--- config.mk ---
export PLATFORM = sky130hd
export DESIGN_NAME = memory_region_permission_table_core
export DESIGN_NICKNAME = d
export VERILOG_FILES = /design/src/hw/rtl/mrpt_pkg.sv /design/src/hw/rtl/mrpt_front.sv /design/src/hw/rtl/mrpt_queue.sv /design/src/hw/rtl/mrpt_back.sv /design/src/hw/rtl/memory_region_permission_table_core.sv
export SDC_FILE = /design/constraint.sdc
export NUM_CORES = 2
export LEC_CHECK = 0
export BUFFER_PORTS_ARGS = -buffer_cell sky130_fd_sc_hd__buf_2
export CAP_MARGIN = 20
export CORE_MARGIN = 3
export CORE_UTILIZATION = 61
export DETAILED_ROUTE_END_ITERATION = 7
export GPL_TIMING_DRIVEN = 0
export PLACE_DENSITY = 0.78
export SYNTH_ARGS = -nofsm -noshare
export SYNTH_HDL_FRONTEND = slang
export SYNTH_SLANG_ARGS = --single-unit
export TNS_END_PERCENT = 100
--- constraint.sdc ---
create_clock -name i_clk -period 29.8 [get_ports i_clk]
set_input_delay 5.96 -clock i_clk [delete_from_list [all_inputs] [get_ports i_clk]]
set_output_delay 5.96 -clock i_clk [all_outputs]
set_load 0.05 [all_outputs]
--- src/hw/rtl/mrpt_pkg.sv ---
// ----------------------------------------------------------------------------
// mrpt_pkg
// shared sizes, codes and the queued word format of the region permission
// table
// ----------------------------------------------------------------------------
`default_nettype none

package mrpt_pkg;

    localparam int MAX_REGIONS = 8;
    localparam int CNT_W       = $clog2(MAX_REGIONS + 1);
    localparam int IDX_W       = (MAX_REGIONS > 1) ? $clog2(MAX_REGIONS) : 1;

    localparam int ADDR_W      = 32;
    localparam int LEN_W       = 32;
    localparam int PERM_W      = 8;
    localparam int END_W       = ADDR_W + 1;
    localparam int OP_W        = 2;
    localparam int STATUS_W    = 3;

    localparam int S_TDATA_W   = 72;
    localparam int S_TUSER_W   = OP_W;
    localparam int M_TDATA_W   = 8;

    localparam int QUEUE_DEPTH = 2;
    localparam int QPTR_W      = (QUEUE_DEPTH > 1) ? $clog2(QUEUE_DEPTH) : 1;
    localparam int QCNT_W      = $clog2(QUEUE_DEPTH + 1);

    localparam logic [OP_W-1:0] OP_ADD    = 2'd0;
    localparam logic [OP_W-1:0] OP_REMOVE = 2'd1;
    localparam logic [OP_W-1:0] OP_CHECK  = 2'd2;

    localparam logic [STATUS_W-1:0] ST_OK        = 3'd0;
    localparam logic [STATUS_W-1:0] ST_INVALID   = 3'd1;
    localparam logic [STATUS_W-1:0] ST_NO_SPACE  = 3'd2;
    localparam logic [STATUS_W-1:0] ST_NOT_FOUND = 3'd3;
    localparam logic [STATUS_W-1:0] ST_DENIED    = 3'd4;

    typedef enum logic [2:0] {
        K_ADD,
        K_ADD_BAD,
        K_REMOVE,
        K_CHECK,
        K_INVALID
    } t_kind;

    typedef struct packed {
        t_kind              kind;
        logic [ADDR_W-1:0]  addr;
        logic [END_W-1:0]   span_end;
        logic [PERM_W-1:0]  perm;
    } t_item;

endpackage

`default_nettype wire

--- src/hw/rtl/mrpt_front.sv ---
// ----------------------------------------------------------------------------
// mrpt_front
// accepts input words, decodes the opcode, screens zero address and length
// and forms the 33-bit span end, then hands a classified word to the queue
// ----------------------------------------------------------------------------
`default_nettype none

module mrpt_front (
    input  wire                            i_clk,
    input  wire                            i_rst_n,
    input  wire                            s_tvalid,
    output logic                           s_tready,
    input  wire  [mrpt_pkg::S_TDATA_W-1:0] s_tdata,
    input  wire  [mrpt_pkg::S_TUSER_W-1:0] s_tuser,
    output logic                           o_valid,
    input  wire                            i_ready,
    output mrpt_pkg::t_item                o_item
);
    import mrpt_pkg::*;

    logic              r_valid;
    t_item             r_item;
    t_item             n_item;
    logic [ADDR_W-1:0] addr;
    logic [LEN_W-1:0]  len;
    logic [PERM_W-1:0] perm;
    logic              bad;

    assign addr = s_tdata[ADDR_W-1:0];
    assign len  = s_tdata[ADDR_W+LEN_W-1:ADDR_W];
    assign perm = s_tdata[ADDR_W+LEN_W+PERM_W-1:ADDR_W+LEN_W];
    assign bad  = (addr == '0) || (len == '0);

    always_comb begin
        n_item.addr     = addr;
        n_item.span_end = {1'b0, addr} + {1'b0, len};
        n_item.perm     = perm;
        case (s_tuser)
            OP_ADD:    n_item.kind = bad ? K_ADD_BAD : K_ADD;
            OP_REMOVE: n_item.kind = (addr == '0) ? K_INVALID : K_REMOVE;
            OP_CHECK:  n_item.kind = bad ? K_INVALID : K_CHECK;
            default:   n_item.kind = K_INVALID;
        endcase
    end

    assign s_tready = !r_valid || i_ready;
    assign o_valid  = r_valid;
    assign o_item   = r_item;

    always_ff @(posedge i_clk) begin
        if (!i_rst_n) begin
            r_valid <= 1'b0;
        end else if (s_tvalid && s_tready) begin
            r_valid <= 1'b1;
        end else if (i_ready) begin
            r_valid <= 1'b0;
        end
    end

    always_ff @(posedge i_clk) begin
        if (s_tvalid && s_tready) begin
            r_item <= n_item;
        end
    end

endmodule

`default_nettype wire

--- src/hw/rtl/mrpt_queue.sv ---
// ----------------------------------------------------------------------------
// mrpt_queue
// short first-in first-out buffer of classified words between front and back
// ----------------------------------------------------------------------------
`default_nettype none

module mrpt_queue (
    input  wire             i_clk,
    input  wire             i_rst_n,
    input  wire             i_push,
    output logic            o_ready,
    input  mrpt_pkg::t_item i_item,
    output logic            o_valid,
    input  wire             i_pop,
    output mrpt_pkg::t_item o_item
);
    import mrpt_pkg::*;

    t_item              r_mem [QUEUE_DEPTH];
    logic [QPTR_W-1:0]  r_wr;
    logic [QPTR_W-1:0]  r_rd;
    logic [QCNT_W-1:0]  r_cnt;
    logic               do_push;
    logic               do_pop;

    assign o_ready = (r_cnt != QCNT_W'(QUEUE_DEPTH));
    assign o_valid = (r_cnt != '0);
    assign o_item  = r_mem[r_rd];
    assign do_push = i_push && o_ready;
    assign do_pop  = i_pop && o_valid;

    always_ff @(posedge i_clk) begin
        if (!i_rst_n) begin
            r_wr  <= '0;
            r_rd  <= '0;
            r_cnt <= '0;
        end else begin
            if (do_push) begin
                r_wr <= (r_wr == QPTR_W'(QUEUE_DEPTH - 1)) ? '0 : r_wr + 1'b1;
            end
            if (do_pop) begin
                r_rd <= (r_rd == QPTR_W'(QUEUE_DEPTH - 1)) ? '0 : r_rd + 1'b1;
            end
            case ({do_push, do_pop})
                2'b10:   r_cnt <= r_cnt + 1'b1;
                2'b01:   r_cnt <= r_cnt - 1'b1;
                default: r_cnt <= r_cnt;
            endcase
        end
    end

    always_ff @(posedge i_clk) begin
        if (do_push) begin
            r_mem[r_wr] <= i_item;
        end
    end

endmodule

`default_nettype wire

--- src/hw/rtl/mrpt_back.sv ---
// ----------------------------------------------------------------------------
// mrpt_back
// holds the region table; compares every region against the queued word in
// parallel, then picks the first match, commits the table change and
// registers the status word
// ----------------------------------------------------------------------------
`default_nettype none

module mrpt_back (
    input  wire                            i_clk,
    input  wire                            i_rst_n,
    input  wire                            i_valid,
    output logic                           o_pop,
    input  mrpt_pkg::t_item                i_item,
    output logic                           m_tvalid,
    input  wire                            m_tready,
    output logic [mrpt_pkg::M_TDATA_W-1:0] m_tdata
);
    import mrpt_pkg::*;

    typedef enum logic {
        S_IDLE,
        S_EXEC
    } t_state;

    t_state                r_state;
    logic [CNT_W-1:0]      r_count;
    logic [ADDR_W-1:0]     r_start [MAX_REGIONS];
    logic [END_W-1:0]      r_end   [MAX_REGIONS];
    logic [PERM_W-1:0]     r_perm  [MAX_REGIONS];
    t_item                 r_item;
    logic [MAX_REGIONS-1:0] r_hit;
    logic [MAX_REGIONS-1:0] r_pok;
    logic [MAX_REGIONS-1:0] r_smatch;
    logic                  r_out_valid;
    logic [STATUS_W-1:0]   r_status;

    logic [MAX_REGIONS-1:0] n_hit;
    logic [MAX_REGIONS-1:0] n_pok;
    logic [MAX_REGIONS-1:0] n_smatch;
    logic [IDX_W-1:0]      hidx;
    logic [IDX_W-1:0]      sidx;
    logic                  full;
    logic                  fire;
    logic [STATUS_W-1:0]   status;

    // parallel region compare against the queue head
    always_comb begin
        for (int i = 0; i < MAX_REGIONS; i++) begin
            n_hit[i]    = (CNT_W'(i) < r_count) &&
                          (i_item.addr >= r_start[i]) &&
                          (i_item.span_end <= r_end[i]);
            n_pok[i]    = ((r_perm[i] & i_item.perm) == i_item.perm);
            n_smatch[i] = (CNT_W'(i) < r_count) && (r_start[i] == i_item.addr);
        end
    end

    // first set bit wins
    always_comb begin
        hidx = '0;
        sidx = '0;
        for (int i = MAX_REGIONS - 1; i >= 0; i--) begin
            if (r_hit[i]) begin
                hidx = IDX_W'(i);
            end
            if (r_smatch[i]) begin
                sidx = IDX_W'(i);
            end
        end
    end

    assign full  = (r_count >= CNT_W'(MAX_REGIONS));
    assign o_pop = (r_state == S_IDLE) && i_valid;
    assign fire  = (r_state == S_EXEC) && (!r_out_valid || m_tready);

    always_comb begin
        case (r_item.kind)
            K_ADD:     status = full ? ST_NO_SPACE : ST_OK;
            K_ADD_BAD: status = full ? ST_NO_SPACE : ST_INVALID;
            K_REMOVE:  status = (|r_smatch) ? ST_OK : ST_NOT_FOUND;
            K_CHECK:   status = ((|r_hit) && r_pok[hidx]) ? ST_OK : ST_DENIED;
            default:   status = ST_INVALID;
        endcase
    end

    always_ff @(posedge i_clk) begin
        if (!i_rst_n) begin
            r_state     <= S_IDLE;
            r_count     <= '0;
            r_out_valid <= 1'b0;
            r_status    <= ST_OK;
        end else begin
            case (r_state)
                S_IDLE: begin
                    if (o_pop) begin
                        r_state <= S_EXEC;
                    end
                    if (m_tready) begin
                        r_out_valid <= 1'b0;
                    end
                end
                S_EXEC: begin
                    if (fire) begin
                        r_state     <= S_IDLE;
                        r_out_valid <= 1'b1;
                        r_status    <= status;
                        if (r_item.kind == K_ADD && !full) begin
                            r_count <= r_count + 1'b1;
                        end else if (r_item.kind == K_REMOVE && (|r_smatch)) begin
                            r_count <= r_count - 1'b1;
                        end
                    end
                end
                default: begin
                    r_state <= S_IDLE;
                end
            endcase
        end
    end

    always_ff @(posedge i_clk) begin
        if (o_pop) begin
            r_item   <= i_item;
            r_hit    <= n_hit;
            r_pok    <= n_pok;
            r_smatch <= n_smatch;
        end
        if (fire && r_item.kind == K_ADD && !full) begin
            r_start[r_count[IDX_W-1:0]] <= r_item.addr;
            r_end[r_count[IDX_W-1:0]]   <= r_item.span_end;
            r_perm[r_count[IDX_W-1:0]]  <= r_item.perm;
        end
        if (fire && r_item.kind == K_REMOVE && (|r_smatch)) begin
            for (int j = 0; j < MAX_REGIONS - 1; j++) begin
                if (IDX_W'(j) >= sidx) begin
                    r_start[j] <= r_start[j+1];
                    r_end[j]   <= r_end[j+1];
                    r_perm[j]  <= r_perm[j+1];
                end
            end
        end
    end

    assign m_tvalid = r_out_valid;
    assign m_tdata  = {{(M_TDATA_W - STATUS_W){1'b0}}, r_status};

endmodule

`default_nettype wire

--- src/hw/rtl/memory_region_permission_table_core.sv ---
// ----------------------------------------------------------------------------
// memory_region_permission_table_core
// ordered table of memory regions with add, remove and access check
//
// channel   dir  signals                         word
// s_        in   s_tvalid s_tready s_tdata s_tuser  one command
// m_        out  m_tvalid m_tready m_tdata         one status
//
// the back end works each word as a parallel compare of all regions, then
// first-match pick and table commit; it takes a new word only once the
// status of the last one is registered; a command passes the front register,
// the queue, the compare registers and the status register in that order.
// reset clears the region count at once, no clearing pass.
// a stalled status holds the back end; the front and a 2-word queue keep
// accepting meanwhile until they fill.
// ----------------------------------------------------------------------------
`default_nettype none

module memory_region_permission_table_core (
    input  wire                            i_clk,
    input  wire                            i_rst_n,
    input  wire                            s_tvalid,
    output logic                           s_tready,
    // addr[31:0], span_size[63:32], perm_bits[71:64]
    input  wire  [mrpt_pkg::S_TDATA_W-1:0] s_tdata,
    // opcode[1:0]
    input  wire  [mrpt_pkg::S_TUSER_W-1:0] s_tuser,
    output logic                           m_tvalid,
    input  wire                            m_tready,
    // status[2:0], zero fill [7:3]
    output logic [mrpt_pkg::M_TDATA_W-1:0] m_tdata
);
    import mrpt_pkg::*;

    logic  f_valid;
    logic  q_ready;
    t_item f_item;
    logic  q_valid;
    logic  q_pop;
    t_item q_item;

    mrpt_front u_front (
        .i_clk    (i_clk),
        .i_rst_n  (i_rst_n),
        .s_tvalid (s_tvalid),
        .s_tready (s_tready),
        .s_tdata  (s_tdata),
        .s_tuser  (s_tuser),
        .o_valid  (f_valid),
        .i_ready  (q_ready),
        .o_item   (f_item)
    );

    mrpt_queue u_queue (
        .i_clk   (i_clk),
        .i_rst_n (i_rst_n),
        .i_push  (f_valid),
        .o_ready (q_ready),
        .i_item  (f_item),
        .o_valid (q_valid),
        .i_pop   (q_pop),
        .o_item  (q_item)
    );

    mrpt_back u_back (
        .i_clk    (i_clk),
        .i_rst_n  (i_rst_n),
        .i_valid  (q_valid),
        .o_pop    (q_pop),
        .i_item   (q_item),
        .m_tvalid (m_tvalid),
        .m_tready (m_tready),
        .m_tdata  (m_tdata)
    );

endmodule

`default_nettype wire

==> impl_metrics.ini <==
[run_status]
status = finished, final reports clean

[worst_setup_path]
worst-r2r-cell-count = 15
cp-start-kind = input port
worst_setup_path_end_kind = flop
path_class = input port to flop
cp_max_fo = 24
rr_endpoint = u_back.r_hit[7]
cp.required_ns = 30.16
ff2ff_setup_slack_ns = 23.64
crit_arrival_ns = 10.25

[floorplan]
rows = 104
core_area_um2 = 80700
num_io_pins = 88
start_util_pct = 61.6
die_h_um = 292
die_w_um = 292
die_area_um2 = 85000

[logic_synthesis]
synth-async-reset-ratio_pct = 0
synthMuxAreaShare_pct = 3.30
synth_area_leader_cell = edfxtp_1
synth-edff-count = 912
ys_seq_elements = 927
synth_top_family_by_area = adder cells
synth-xor-area-share_pct = 0.616
synth_top_cells_by_count = 912 x edfxtp_1, 608 x inv_1, 588 x a21oi_1, 556 x ha_1, 520 x nor2_1
synth_area_leaders = edfxtp_1 55%, ha_1 14%, a21oi_1 5.9%
synthMostInstantiatedCell = edfxtp_1
synthCells = 4371
synth_ff_type = edfxtp_1
syn-cell-area_um2 = 49700
synthAdderAreaFrac_pct = 14.0
synth_compound_area_share_pct = 12.1
yosysSeqAreaShare_pct = 55.7
synth_warnings = 0
post_synth_num_cell_types = 68
synth_simple_gate_area_share_pct = 8.74
netlist.area_leader.share_pct = 55.1
synth_area_per_cell_um2 = 11.4

[global_routing]
grt_pass1_vias = 36095
grt-ovfl-total = 0
grt_pass1_wl_mm = 212
grt_usage_pct = 33.1
antenna_found_initial = 7
grt_max_degree = 63

[clock_tree]
holdBufCountCts = 0
numClockSinks = 927
cts_tree = done
post_cts_buffers = 0
cts-root-buf = clkbuf_16
clk_latency_ns = 0.68
ctsResizeCount = 0
clkSlewWorstSetupHoldPaths_ns = 0.06
cts_buffers = 92
clk_path_buf_depth = 3
cts_max_level = 3

[detailed_routing]
vias_per_cell = 6.34
drtIter0Drc = 4551
drt_pre_antenna_iters = 6
num_vias = 36428
wire_per_inst_um = 24.8
final_antenna_net_count = 0
drt-total-wl_mm = 143
drc_errors = 0

[hold_path]
hold_depth = 0
worstHoldStart = u_front.o_item[42]
min-delay-path-class = flop to flop
min_to = u_queue.r_mem[1][42]

[sta]
tns_ns = 0
fmaxAchievable_ghz = 0.101
rsz0062_at_grt = false
hold-worst-slack_ns = 0.433
drv_slew = 0
fin_crit_sh_pct = 33.2
finalHoldViolations = 0
period_minus_slack_ns = 9.89
tightest_slew_ns = 1.21
fin_worst_skew_ns = 0.0407
finalSetupViolations = 0
slew-limit-headroom_pct = 17.1

[pwr]
p_per_area_nw_per_um2 = 78.5
sw_frac_of_total_pct = 33.5
seqPwrFrac_pct = 42.2
p_clk_share_pct = 27.0
p_switching_mw = 1.46
ir_worst_vdd_mv = 0.0614
leakagePower_nw = 23.6
pwr-share-comb_pct = 30.8
p_int_mw = 2.90

[finish]
finalNonFillerCells = 5746
area_growth_pct = 11.9
drive_above_1_share_pct = 9.28
design_area_um2 = 55600
nNetsFinal = 5248
fin_util_pct = 69.0

[place]
hpwl_mm = 106
io_buffers = 82
routabilityCongestion = 0.965
dp_cells = 5578
place_area_um2 = 52600

[run]
drv_cap = 0
==> worst max-delay path: stages <==
cell,delay [ns]
buf_2,0.07
nor2b_1,0.04
nand2b_1,0.39
nor2_1,0.31
and2_0,0.32
nor2b_1,0.24
o21a_1,0.16
or2_2,0.10
clkbuf_1,0.33
buf_2,0.34
buf_1,0.88
o21bai_4,0.54
buf_12,0.29
buf_12,0.23
==> placed cells by master (no fill, tap or decap), drive strengths merged, types with 10 or more instances in the layout <==
cell	instances
xor2	13
dfxtp	15
a31oi	10
o21bai	10
nand4	113
clkbuf	216
nor4	35
nor2b	54
mux2	118
o22ai	33
o21ai	120
a211oi	14
nor2	520
nand2b	26
mux2i	31
ha	556
a221oi	11
nand2	80
and2	11
a21o	162
edfxtp	912
xnor2	22
nor3	27
nand3	25
a21oi	588
inv	612
clkinv	32
o21a	30
o211ai	12
buf	168
and3	10
==> worst max path at each step <==
| stage | startpoint | endpoint | slack, ns | cells after the start |
|---|---|---|---|---|
| after floorplan | m_tready | u_back.r_end[0][0] | 14.65 | 7 |
| after global placement | m_tready | u_back.r_start[1][8] | 8.64 | 8 |
| after detailed placement | m_tready | u_back.r_end[6][9] | 19.37 | 14 |
| after CTS | m_tready | u_back.r_perm[6][0] | 20.02 | 14 |
| after global routing | m_tready | u_back.r_perm[6][1] | 19.86 | 14 |
| final | m_tready | u_back.r_end[6][11] | 19.91 | 14 |
==> cell type report <==
type                            instances  area, µm²
Inverter                              608       2280
Antenna cell                            1       2.50
Clock buffer                          117       2430
Clock inverter                         49        589
Buffer                                123        489
Fill cell                            5604      25000
Multi-Input combinational cell       2717      19400
Tap cell                             1060       1330
Timing Repair Buffer                  144       1430
Sequential cell                       927      27700
==> sequential cells by signal, summed over array words and instances, names as in the netlist, 2 cells and up, named ones only <==
name,count
u_back.r_hit,8
u_back.r_status,3
u_back.r_smatch,8
u_queue.r_mem,152
u_back.r_item,76
u_back.r_end,264
u_queue.r_cnt,2
u_back.r_start,256
u_back.r_perm,64
u_back.r_count,4
u_front.o_item,76
u_back.r_pok,8
==> stage by stage <==
| step | setup slack (ns) | total power, mW |
|---|---|---|
| after CTS | 20.02 | 4.33 |
| after floorplan | 14.65 | 2.70 |
| after global placement | 8.64 | 3.09 |
| after detailed placement | 19.37 | 3.15 |
| after global routing | 19.86 | 4.55 |
| final | 19.91 | 4.37 |
==> cells by family after synthesis <==
kind of cell / after synthesis
AOI/OAI and AO/OA: 1035
xor gates and xnor gates: 35
adders and majority gates: 557
buffers and inverters: 731
DFF: 927
muxes: 149
other: 1
and+or+nand+nor: 936
==> power by group through the flow <==
stage / Sequential (mW) / Combinational, mW / Clock (mW)
after floorplan: 1.86 / 0.840 / 0
after global placement: 1.89 / 1.20 / 0
after detailed placement: 1.86 / 1.29 / 0
after CTS: 1.84 / 1.31 / 1.18
after global routing: 1.85 / 1.47 / 1.23
final: 1.84 / 1.35 / 1.18
==> metal layers <==
metal / wire (µm) / GRT usage [%] / vias to the layer above
li1: - / - / 16287
met1: 52800 / 43.5 / 17473
met2: 64800 / 52.5 / 2219
met3: 17400 / 7.70 / 445
met4: 7450 / 16.0 / 4
met5: 17 / 0 / -
(Power assumes the default switching activity.)
